`config.mk`:
```
export PLATFORM = sky130hd
export DESIGN_NAME = randomized_set_engine_core
export DESIGN_NICKNAME = d
export VERILOG_FILES = /design/src/rtl/core/rse_pkg.sv /design/src/rtl/core/rse_ram.sv /design/src/rtl/core/rse_mod.sv /design/src/rtl/core/randomized_set_engine_core.sv
export SDC_FILE = /design/constraint.sdc
export NUM_CORES = 2
export LEC_CHECK = 0
export ABC_AREA = 1
export ABC_CLOCK_PERIOD_IN_PS = 4900
export CAP_MARGIN = 20
export CELL_PAD_IN_SITES_DETAIL_PLACEMENT = 1
export CELL_PAD_IN_SITES_GLOBAL_PLACEMENT = 2
export CORE_UTILIZATION = 43
export DETAILED_ROUTE_END_ITERATION = 7
export DONT_BUFFER_PORTS = 1
export GPL_TIMING_DRIVEN = 0
export PLACE_DENSITY = 0.84
export RECOVER_POWER = 100
export REMOVE_ABC_BUFFERS = 1
export SLEW_MARGIN = 20
export SYNTH_ARGS = -nofsm -noshare
export SYNTH_HDL_FRONTEND = slang
export SYNTH_SLANG_ARGS = --single-unit
```
`constraint.sdc`:
```
create_clock -name clk -period 4.9 [get_ports clk]
set_input_delay 0 -clock clk [delete_from_list [all_inputs] [get_ports clk]]
set_output_delay 0 -clock clk [all_outputs]
set_load 0.01 [all_outputs]
```
`src/rtl/core/rse_pkg.sv`:
```
// Shared types and constants for the randomized set engine.
// No dependencies; imported by rse_mod, the core and the testbench.
`default_nettype none
package rse_pkg;

  localparam int DRAW_W  = 15;
  localparam int VALUE_W = 32;
  localparam int COUNT_W = 7;

  typedef enum logic [1:0] {
    OP_INSERT = 2'd0,
    OP_REMOVE = 2'd1,
    OP_RANDOM = 2'd2,
    OP_NONE   = 2'd3
  } op_t;

  typedef enum logic [1:0] {
    ST_DONE          = 2'd0,
    ST_DUP_OR_ABSENT = 2'd1,
    ST_FULL          = 2'd2,
    ST_EMPTY         = 2'd3
  } status_t;

  typedef struct packed {
    op_t                       op;
    logic signed [VALUE_W-1:0] value;
    logic [DRAW_W-1:0]         random_draw;
  } in_item_t;

  typedef struct packed {
    status_t                   status;
    logic signed [VALUE_W-1:0] element;
    logic [COUNT_W-1:0]        element_count;
  } out_item_t;

  typedef enum logic [2:0] {
    S_IDLE,
    S_SCAN,
    S_WR_LAST,
    S_MOD,
    S_ELEM,
    S_RESP
  } state_t;

endpackage
`default_nettype wire

```
`src/rtl/core/rse_ram.sv`:
```
// Generic single-write, single-read RAM with registered read data.
// No dependencies.
`default_nettype none
module rse_ram #(
  parameter int WIDTH = 32,
  parameter int DEPTH = 64
) (
  input  wire logic                     clk,
  input  wire logic                     we,
  input  wire logic [$clog2(DEPTH)-1:0] waddr,
  input  wire logic [WIDTH-1:0]         wdata,
  input  wire logic [$clog2(DEPTH)-1:0] raddr,
  output logic      [WIDTH-1:0]         rdata
);

  logic [WIDTH-1:0] mem [DEPTH];

  always_ff @(posedge clk) begin
    if (we) begin
      mem[waddr] <= wdata;
    end
    rdata <= mem[raddr];
  end

endmodule
`default_nettype wire

```
`src/rtl/core/rse_mod.sv`:
```
// Bit-serial restoring remainder: draw mod divisor, one dividend bit a cycle.
// Depends on rse_pkg for the draw width.
`default_nettype none
module rse_mod #(
  parameter int CW = 7
) (
  input  wire logic                      clk,
  input  wire logic                      rst_n,
  input  wire logic                      start,
  input  wire logic [rse_pkg::DRAW_W-1:0] dividend,
  input  wire logic [CW-1:0]             divisor,
  output logic                           done,
  output logic [CW-1:0]                  rem
);
  import rse_pkg::*;

  localparam int NW = $clog2(DRAW_W);

  logic              busy_r, busy_nxt;
  logic              done_r, done_nxt;
  logic [NW-1:0]     cnt_r, cnt_nxt;
  logic [DRAW_W-1:0] dvd_r, dvd_nxt;
  logic [CW-1:0]     div_r, div_nxt;
  logic [CW-1:0]     rem_r, rem_nxt;
  logic [CW:0]       trial;
  logic [CW:0]       trial_sub;

  assign trial     = {rem_r, dvd_r[DRAW_W-1]};
  assign trial_sub = trial - {1'b0, div_r};

  always_comb begin
    busy_nxt = busy_r;
    done_nxt = 1'b0;
    cnt_nxt  = cnt_r;
    dvd_nxt  = dvd_r;
    div_nxt  = div_r;
    rem_nxt  = rem_r;
    if (start) begin
      busy_nxt = 1'b1;
      cnt_nxt  = '0;
      dvd_nxt  = dividend;
      div_nxt  = divisor;
      rem_nxt  = '0;
    end else if (busy_r) begin
      // remainder stays below the divisor, so CW bits hold it
      rem_nxt = (trial >= {1'b0, div_r}) ? trial_sub[CW-1:0] : trial[CW-1:0];
      dvd_nxt = {dvd_r[DRAW_W-2:0], 1'b0};
      cnt_nxt = cnt_r + NW'(1);
      if (cnt_r == NW'(DRAW_W - 1)) begin
        busy_nxt = 1'b0;
        done_nxt = 1'b1;
      end
    end
  end

  always_ff @(posedge clk) begin
    if (!rst_n) begin
      busy_r <= 1'b0;
      done_r <= 1'b0;
      cnt_r  <= '0;
    end else begin
      busy_r <= busy_nxt;
      done_r <= done_nxt;
      cnt_r  <= cnt_nxt;
    end
    dvd_r <= dvd_nxt;
    div_r <= div_nxt;
    rem_r <= rem_nxt;
  end

  assign done = done_r;
  assign rem  = rem_r;

endmodule
`default_nettype wire

```
`src/rtl/core/randomized_set_engine_core.sv`:
```
// Randomized set engine: insert, remove and get-random over a dense store.
// Depends on rse_pkg, rse_ram and rse_mod.
//
// Input channel in_valid/in_ready/in_data carries op, value and random_draw;
// result channel out_valid/out_ready/out_data carries status, element and
// element_count. Exactly one result per accepted item, in order.
// in_ready is high only while the sequencer is idle; one item at a time.
// Insert and remove scan the occupied entries through the RAM read port,
// one entry per cycle, pipelined against the registered read data; remove
// then moves the last entry into the freed slot in S_WR_LAST, and the
// result is loaded from S_RESP. Get-random runs the 15-bit draw through
// the serial remainder unit, then one RAM read fetches the element.
// The result sits in an output register, so the next item is accepted
// while an earlier result still waits; a result that cannot be loaded
// because the receiver stalls holds the sequencer until the register frees.
// Reset (rst_n low, synchronous) empties the set; stored entries are not
// cleared, as only entries below the count are ever read.
`default_nettype none
module randomized_set_engine_core #(
  parameter int CAPACITY = 64
) (
  input  wire logic               clk,
  input  wire logic               rst_n,
  input  wire logic               in_valid,
  output logic                    in_ready,
  input  wire rse_pkg::in_item_t  in_data,
  output logic                    out_valid,
  input  wire logic               out_ready,
  output rse_pkg::out_item_t      out_data
);
  import rse_pkg::*;

  localparam int AW = $clog2(CAPACITY);
  localparam int CW = $clog2(CAPACITY + 1);

  state_t                state_r, state_nxt;
  op_t                   op_r, op_nxt;
  logic [VALUE_W-1:0]    value_r, value_nxt;
  logic [CW-1:0]         count_r, count_nxt;
  logic [CW-1:0]         scan_addr_r, scan_addr_nxt;
  logic                  cmp_valid_r, cmp_valid_nxt;
  logic [AW-1:0]         cmp_addr_r, cmp_addr_nxt;
  logic [AW-1:0]         slot_r, slot_nxt;
  status_t               status_r, status_nxt;
  logic [VALUE_W-1:0]    elem_r, elem_nxt;
  logic                  out_valid_r, out_valid_nxt;
  out_item_t             out_data_r, out_data_nxt;

  logic                  ram_we;
  logic [AW-1:0]         ram_waddr;
  logic [VALUE_W-1:0]    ram_wdata;
  logic [AW-1:0]         ram_raddr;
  logic [VALUE_W-1:0]    ram_rdata;

  logic                  mod_start;
  logic                  mod_done;
  logic [CW-1:0]         mod_rem;

  logic                  in_xfer;
  logic                  hit;
  logic                  scan_more;
  logic                  miss;
  logic                  is_full;
  logic                  out_free;
  logic [CW-1:0]         last_idx;
  logic [CW-1:0]         rem_idx;
  logic [CW+COUNT_W-1:0] count_ext;

  assign in_ready  = (state_r == S_IDLE);
  assign in_xfer   = in_valid && in_ready;
  assign hit       = cmp_valid_r && (ram_rdata == value_r);
  assign scan_more = (scan_addr_r < count_r);
  assign miss      = !cmp_valid_r && !scan_more;
  assign is_full   = (count_r >= CW'(CAPACITY));
  assign out_free  = !out_valid_r || out_ready;
  assign last_idx  = count_r - CW'(1);
  assign rem_idx   = mod_rem;
  assign count_ext = {{COUNT_W{1'b0}}, count_r};

  rse_ram #(
    .WIDTH (VALUE_W),
    .DEPTH (CAPACITY)
  ) u_store (
    .clk   (clk),
    .we    (ram_we),
    .waddr (ram_waddr),
    .wdata (ram_wdata),
    .raddr (ram_raddr),
    .rdata (ram_rdata)
  );

  rse_mod #(
    .CW (CW)
  ) u_mod (
    .clk      (clk),
    .rst_n    (rst_n),
    .start    (mod_start),
    .dividend (in_data.random_draw),
    .divisor  (count_r),
    .done     (mod_done),
    .rem      (mod_rem)
  );

  // next state
  always_comb begin
    state_nxt = state_r;
    unique case (state_r)
      S_IDLE: begin
        if (in_xfer) begin
          priority if (in_data.op == OP_INSERT || in_data.op == OP_REMOVE) begin
            state_nxt = S_SCAN;
          end else if (in_data.op == OP_RANDOM && count_r != '0) begin
            state_nxt = S_MOD;
          end else begin
            state_nxt = S_RESP;
          end
        end
      end
      S_SCAN: begin
        if (hit) begin
          state_nxt = (op_r == OP_REMOVE) ? S_WR_LAST : S_RESP;
        end else if (miss) begin
          state_nxt = S_RESP;
        end
      end
      S_WR_LAST: state_nxt = S_RESP;
      S_MOD:     if (mod_done) state_nxt = S_ELEM;
      S_ELEM:    state_nxt = S_RESP;
      S_RESP:    if (out_free) state_nxt = S_IDLE;
      default:   state_nxt = S_IDLE;
    endcase
  end

  // datapath and RAM control
  always_comb begin
    op_nxt        = op_r;
    value_nxt     = value_r;
    count_nxt     = count_r;
    scan_addr_nxt = scan_addr_r;
    cmp_valid_nxt = 1'b0;
    cmp_addr_nxt  = cmp_addr_r;
    slot_nxt      = slot_r;
    status_nxt    = status_r;
    elem_nxt      = elem_r;
    out_valid_nxt = out_valid_r && !out_ready;
    out_data_nxt  = out_data_r;
    ram_we        = 1'b0;
    ram_waddr     = count_r[AW-1:0];
    ram_wdata     = value_r;
    ram_raddr     = scan_addr_r[AW-1:0];
    mod_start     = 1'b0;
    unique case (state_r)
      S_IDLE: begin
        if (in_xfer) begin
          op_nxt        = in_data.op;
          value_nxt     = in_data.value;
          scan_addr_nxt = '0;
          status_nxt    = ST_DONE;
          elem_nxt      = '0;
          if (in_data.op == OP_RANDOM) begin
            if (count_r == '0) begin
              status_nxt = ST_EMPTY;
            end else begin
              mod_start = 1'b1;
            end
          end
        end
      end
      S_SCAN: begin
        if (hit) begin
          slot_nxt = cmp_addr_r;
          if (op_r == OP_REMOVE) begin
            ram_raddr = last_idx[AW-1:0];
          end else begin
            status_nxt = ST_DUP_OR_ABSENT;
          end
        end else if (miss) begin
          if (op_r == OP_REMOVE) begin
            status_nxt = ST_DUP_OR_ABSENT;
          end else if (is_full) begin
            status_nxt = ST_FULL;
          end else begin
            ram_we    = 1'b1;
            count_nxt = count_r + CW'(1);
          end
        end else if (scan_more) begin
          // issue next read; its data is compared next cycle
          cmp_valid_nxt = 1'b1;
          cmp_addr_nxt  = scan_addr_r[AW-1:0];
          scan_addr_nxt = scan_addr_r + CW'(1);
        end
      end
      S_WR_LAST: begin
        ram_we    = 1'b1;
        ram_waddr = slot_r;
        ram_wdata = ram_rdata;
        count_nxt = last_idx;
      end
      S_MOD: begin
        ram_raddr = rem_idx[AW-1:0];
      end
      S_ELEM: begin
        elem_nxt = ram_rdata;
      end
      S_RESP: begin
        if (out_free) begin
          out_valid_nxt              = 1'b1;
          out_data_nxt.status        = status_r;
          out_data_nxt.element       = elem_r;
          out_data_nxt.element_count = count_ext[COUNT_W-1:0];
        end
      end
      default: begin
      end
    endcase
  end

  always_ff @(posedge clk) begin
    if (!rst_n) begin
      state_r     <= S_IDLE;
      count_r     <= '0;
      cmp_valid_r <= 1'b0;
      out_valid_r <= 1'b0;
    end else begin
      state_r     <= state_nxt;
      count_r     <= count_nxt;
      cmp_valid_r <= cmp_valid_nxt;
      out_valid_r <= out_valid_nxt;
    end
    op_r        <= op_nxt;
    value_r     <= value_nxt;
    scan_addr_r <= scan_addr_nxt;
    cmp_addr_r  <= cmp_addr_nxt;
    slot_r      <= slot_nxt;
    status_r    <= status_nxt;
    elem_r      <= elem_nxt;
    out_data_r  <= out_data_nxt;
  end

  assign out_valid = out_valid_r;
  assign out_data  = out_data_r;

endmodule
`default_nettype wire

```
==> impl_metrics.toml <==
[synth]
ys_types = 41
ys_ff_latch = 2255
synth-seq-area-share_pct = 68.7
synth_compound_area_share_pct = 0.785
muxShareOfSynthArea_pct = 0
yosysMostFrequentCell = "nand2_1"
ys_warn_count = 0
synthXorXnorAreaFrac_pct = 0.134
syn_inst = 8973
synth-adder-area-share_pct = 0.251
netlist_area_mm2 = 0.0978
synth_top_family_by_area = "simple AND/OR/NAND/NOR gates"
synth_area_leader_cell = "edfxtp_1"
synthTopCellsByCount = "nand2_1, edfxtp_1, nand3_1"
yosys.area.top_type_share_pct = 67.5
synth_edf_count = 2198
async_reset_ff_share_pct = 0
synth_area_leaders = "edfxtp_1, nand3_1, nand2_1"
synth_top_flop_cell = "edfxtp_1"
synth-simple-area-share_pct = 23.6
syn_avg_cell_area_um2 = 10.9

[sta]
report.final.slew_viol_count = 145
setup_violations = 12
finClkSkew_ns = 0.0379
slew_headroom_pct = -70.8
rsz0062_at_grt = "no"
fin_ws_ns = -0.0315
fin_crit_sh_pct = 101
tightest_slew_ns = 2.54
fmaxAchievable_mhz = 203
hold_viol = 0
period_needed_ns = 4.93

[drt]
ant_nets = 0
wire_per_inst_um = 27.6
met3_length_um = 26000
drtPass1Iterations = 6
met2WireLength_um = 160000
drc_errors = 0
routed_wl_um = 340000
routed.top_layer = "met4"
via_per_inst = 5.86
m1WireLength_um = 138000
drt_iter0_markers = 7801
vias = 72100

[setup_path]
crit_path_frequent_cell = "inv_1"
critPathMaxFanout = 20
end_kind = "flop"
arrival_ns = 5.47
slowest_delay_ns = 0.84
crit_type = "flop to flop"
required_ns = 5.43
path_cells = "inv_1, nor2_1, inv_1, nor2_4, inv_1, o21ai_1, inv_1, nor2_1, inv_1, nor2_1, buf_16, clkbuf_4"
cp_top_family = "buffers and inverters"
crit_buf_inv = 7
cpMaxStageDelayCell = "nor2_1"
start_kind = "flop"

[floorplanning]
io_pins = 96
row_count = 174
die-area_mm2 = 0.229
die_y_um = 479
start_util_pct = 43.4
die_width_um = 479
core_area_mm2 = 0.225

[final_layout]
final_cells = 12300
area_growth_pct = 17.3
drive_above_1_share_pct = 8.41
nFillCells = 23500
layout.nets = 9181

[power_and_ir_drop]
p_total_mw = 81.4
switchingPower_mw = 35.0
p_per_area_mw_per_mm2 = 710
ir_drop_mv = 0.504
p_comb_share_pct = 48.6
p_leak_nw = 44.9
seqPwrFrac_pct = 29.5
power_frac_clock_pct = 21.9
swShare_pct = 43.0
p_int_mw = 46.4

[clock_tree]
cts.clk_slew.worst_paths_ns = 0.07
cts_buffers = 233
clockRootBuffer = "clkbuf_16"
clkSinkCount = 2255
h-tree-depth = 4
clk-insertion-delay-late_ns = 0.90
clockBufferDepth = 3
cts_tree = "built"

[placed_design]
dpl.cell_count = 11700
io_buffers = 0
finalWeightedCongestion = 0.859
dp_slack_ns = -1.04
hpwl_um = 200000

[run_status]
violations = "capacitance limit, slew limit, setup timing"
status = "complete, but fails checks"

[global_route]
grt_pass1_vias = 74700
grt_max_degree = 111
grt_usage_pct = 28.9
overflow = 0
grt_pass1_wl_um = 492000
antenna_found_initial = 4

[job]
max_cap_violations = 7

[hold_path]
min_path_type = "primary input to flop"
==> area by class of cell <==
cell class              instances  area [um2]  area share [%]
flip-flops and latches       2255       67100            58.6
multi-input cells            5174       24600            21.4
repair buffers                474        8020            6.99
clock buffers                 297        6200            5.40
well taps                    2992        3740            3.26
inverters                     971        3670            3.20
clock inverters               137        1310            1.14
diodes                          8        20.0          0.0175
==> path summary, 6_finish.rpt <==
kind / endpoint / depth (start not counted) / slack (ns) / startpoint
max: u_store.mem[7][0] / 12 / -0.03 / state_r[1]
min: value_r[10] / 2 / 0.27 / in_data[25]
max reg2reg: u_store.mem[7][0] / 12 / -0.03 / state_r[1]
min reg2reg: slot_r[5] / 0 / 0.42 / cmp_addr_r[5]
==> repair_timing <==
| action | CTS | global route |
|---|---|---|
| hold endpoints to repair | 167 | 0 |
| buffers inserted | 6 | 8 |
| gates cloned | 19 | 12 |
| gates resized for setup | 13 | 21 |
| pin swaps | 7 | 5 |
| endpoints found under the setup margin | 807 | 45 |
| hold buffers | 105 | 0 |
==> cell families after synthesis <==
family | after synthesis
AND/OR/NAND/NOR | 5001
flip-flops | 2255
buffers and inverters | 1547
AO/OA/AOI/OAI | 136
adder cells (fa/ha/maj) | 19
XOR/XNOR | 15
==> power groups by stage <==
| stage | clock, mW | combinational [mW] | sequential [mW] |
|---|---|---|---|
| floorplan | 0 | 15.1 | 24.2 |
| global placement | 0 | 14.2 | 24.8 |
| detailed placement | 0 | 37.2 | 24.3 |
| CTS | 17.9 | 38.9 | 23.9 |
| global route | 18.6 | 42.0 | 24.0 |
| finish | 17.8 | 39.6 | 24.0 |
==> registers in the layout, indices dropped and copies added (netlist names), 2 cells and up <==
register	cells
u_mod.dvd_r	15
u_store.mem	2048
scan_addr_r	7
u_mod.div_r	7
status_r	2
u_mod.rem	7
state_r	3
u_store.rdata	32
count_r	7
value_r	32
op_r	2
out_data	41
slot_r	6
elem_r	32
cmp_addr_r	6
u_mod.cnt_r	4
==> per-stage QoR <==
| stage | hold slack [ns] | area, um2 | utilization, % | TNS, ns |
|---|---|---|---|---|
| final | 0.269 | 115000 | 50.9 | -0.290 |
| after global routing | 0.247 | 115000 | 50.9 | 0 |
| after CTS | 0.0790 | 117000 | 51.7 | 0 |
| after global placement | 0.0989 | 98700 | 43.8 | - |
| after detailed placement | 0.0989 | 107000 | 47.7 | -128.19 |
| after floorplan | 0.0989 | 95000 | - | -3117.74 |
==> per-layer routing <==
layer / up-vias / GRT usage [%]
li1: 31100 / -
met1: 37100 / 38.7
met2: 3153 / 47.1
met3: 729 / 3.99
met4: 0 / 12.2
met5: - / 0
==> layout by cell type, fill, tap and decap left out, drive strengths merged, types with 16 or more instances in the layout <==
cell,netlist,layout
a21oi,38,38
buf,410,251
bufinv,0,23
clkbuf,166,399
clkinv,6,110
dfxtp,57,57
dlygate4sd3,0,105
edfxtp,2198,2198
ha,18,18
inv,965,961
nand2,2234,2237
nand3,2189,2189
nand3b,384,384
nand4,16,16
nor2,156,156
o21ai,68,68
No activity file was read; power rests on OpenSTA's default activity.
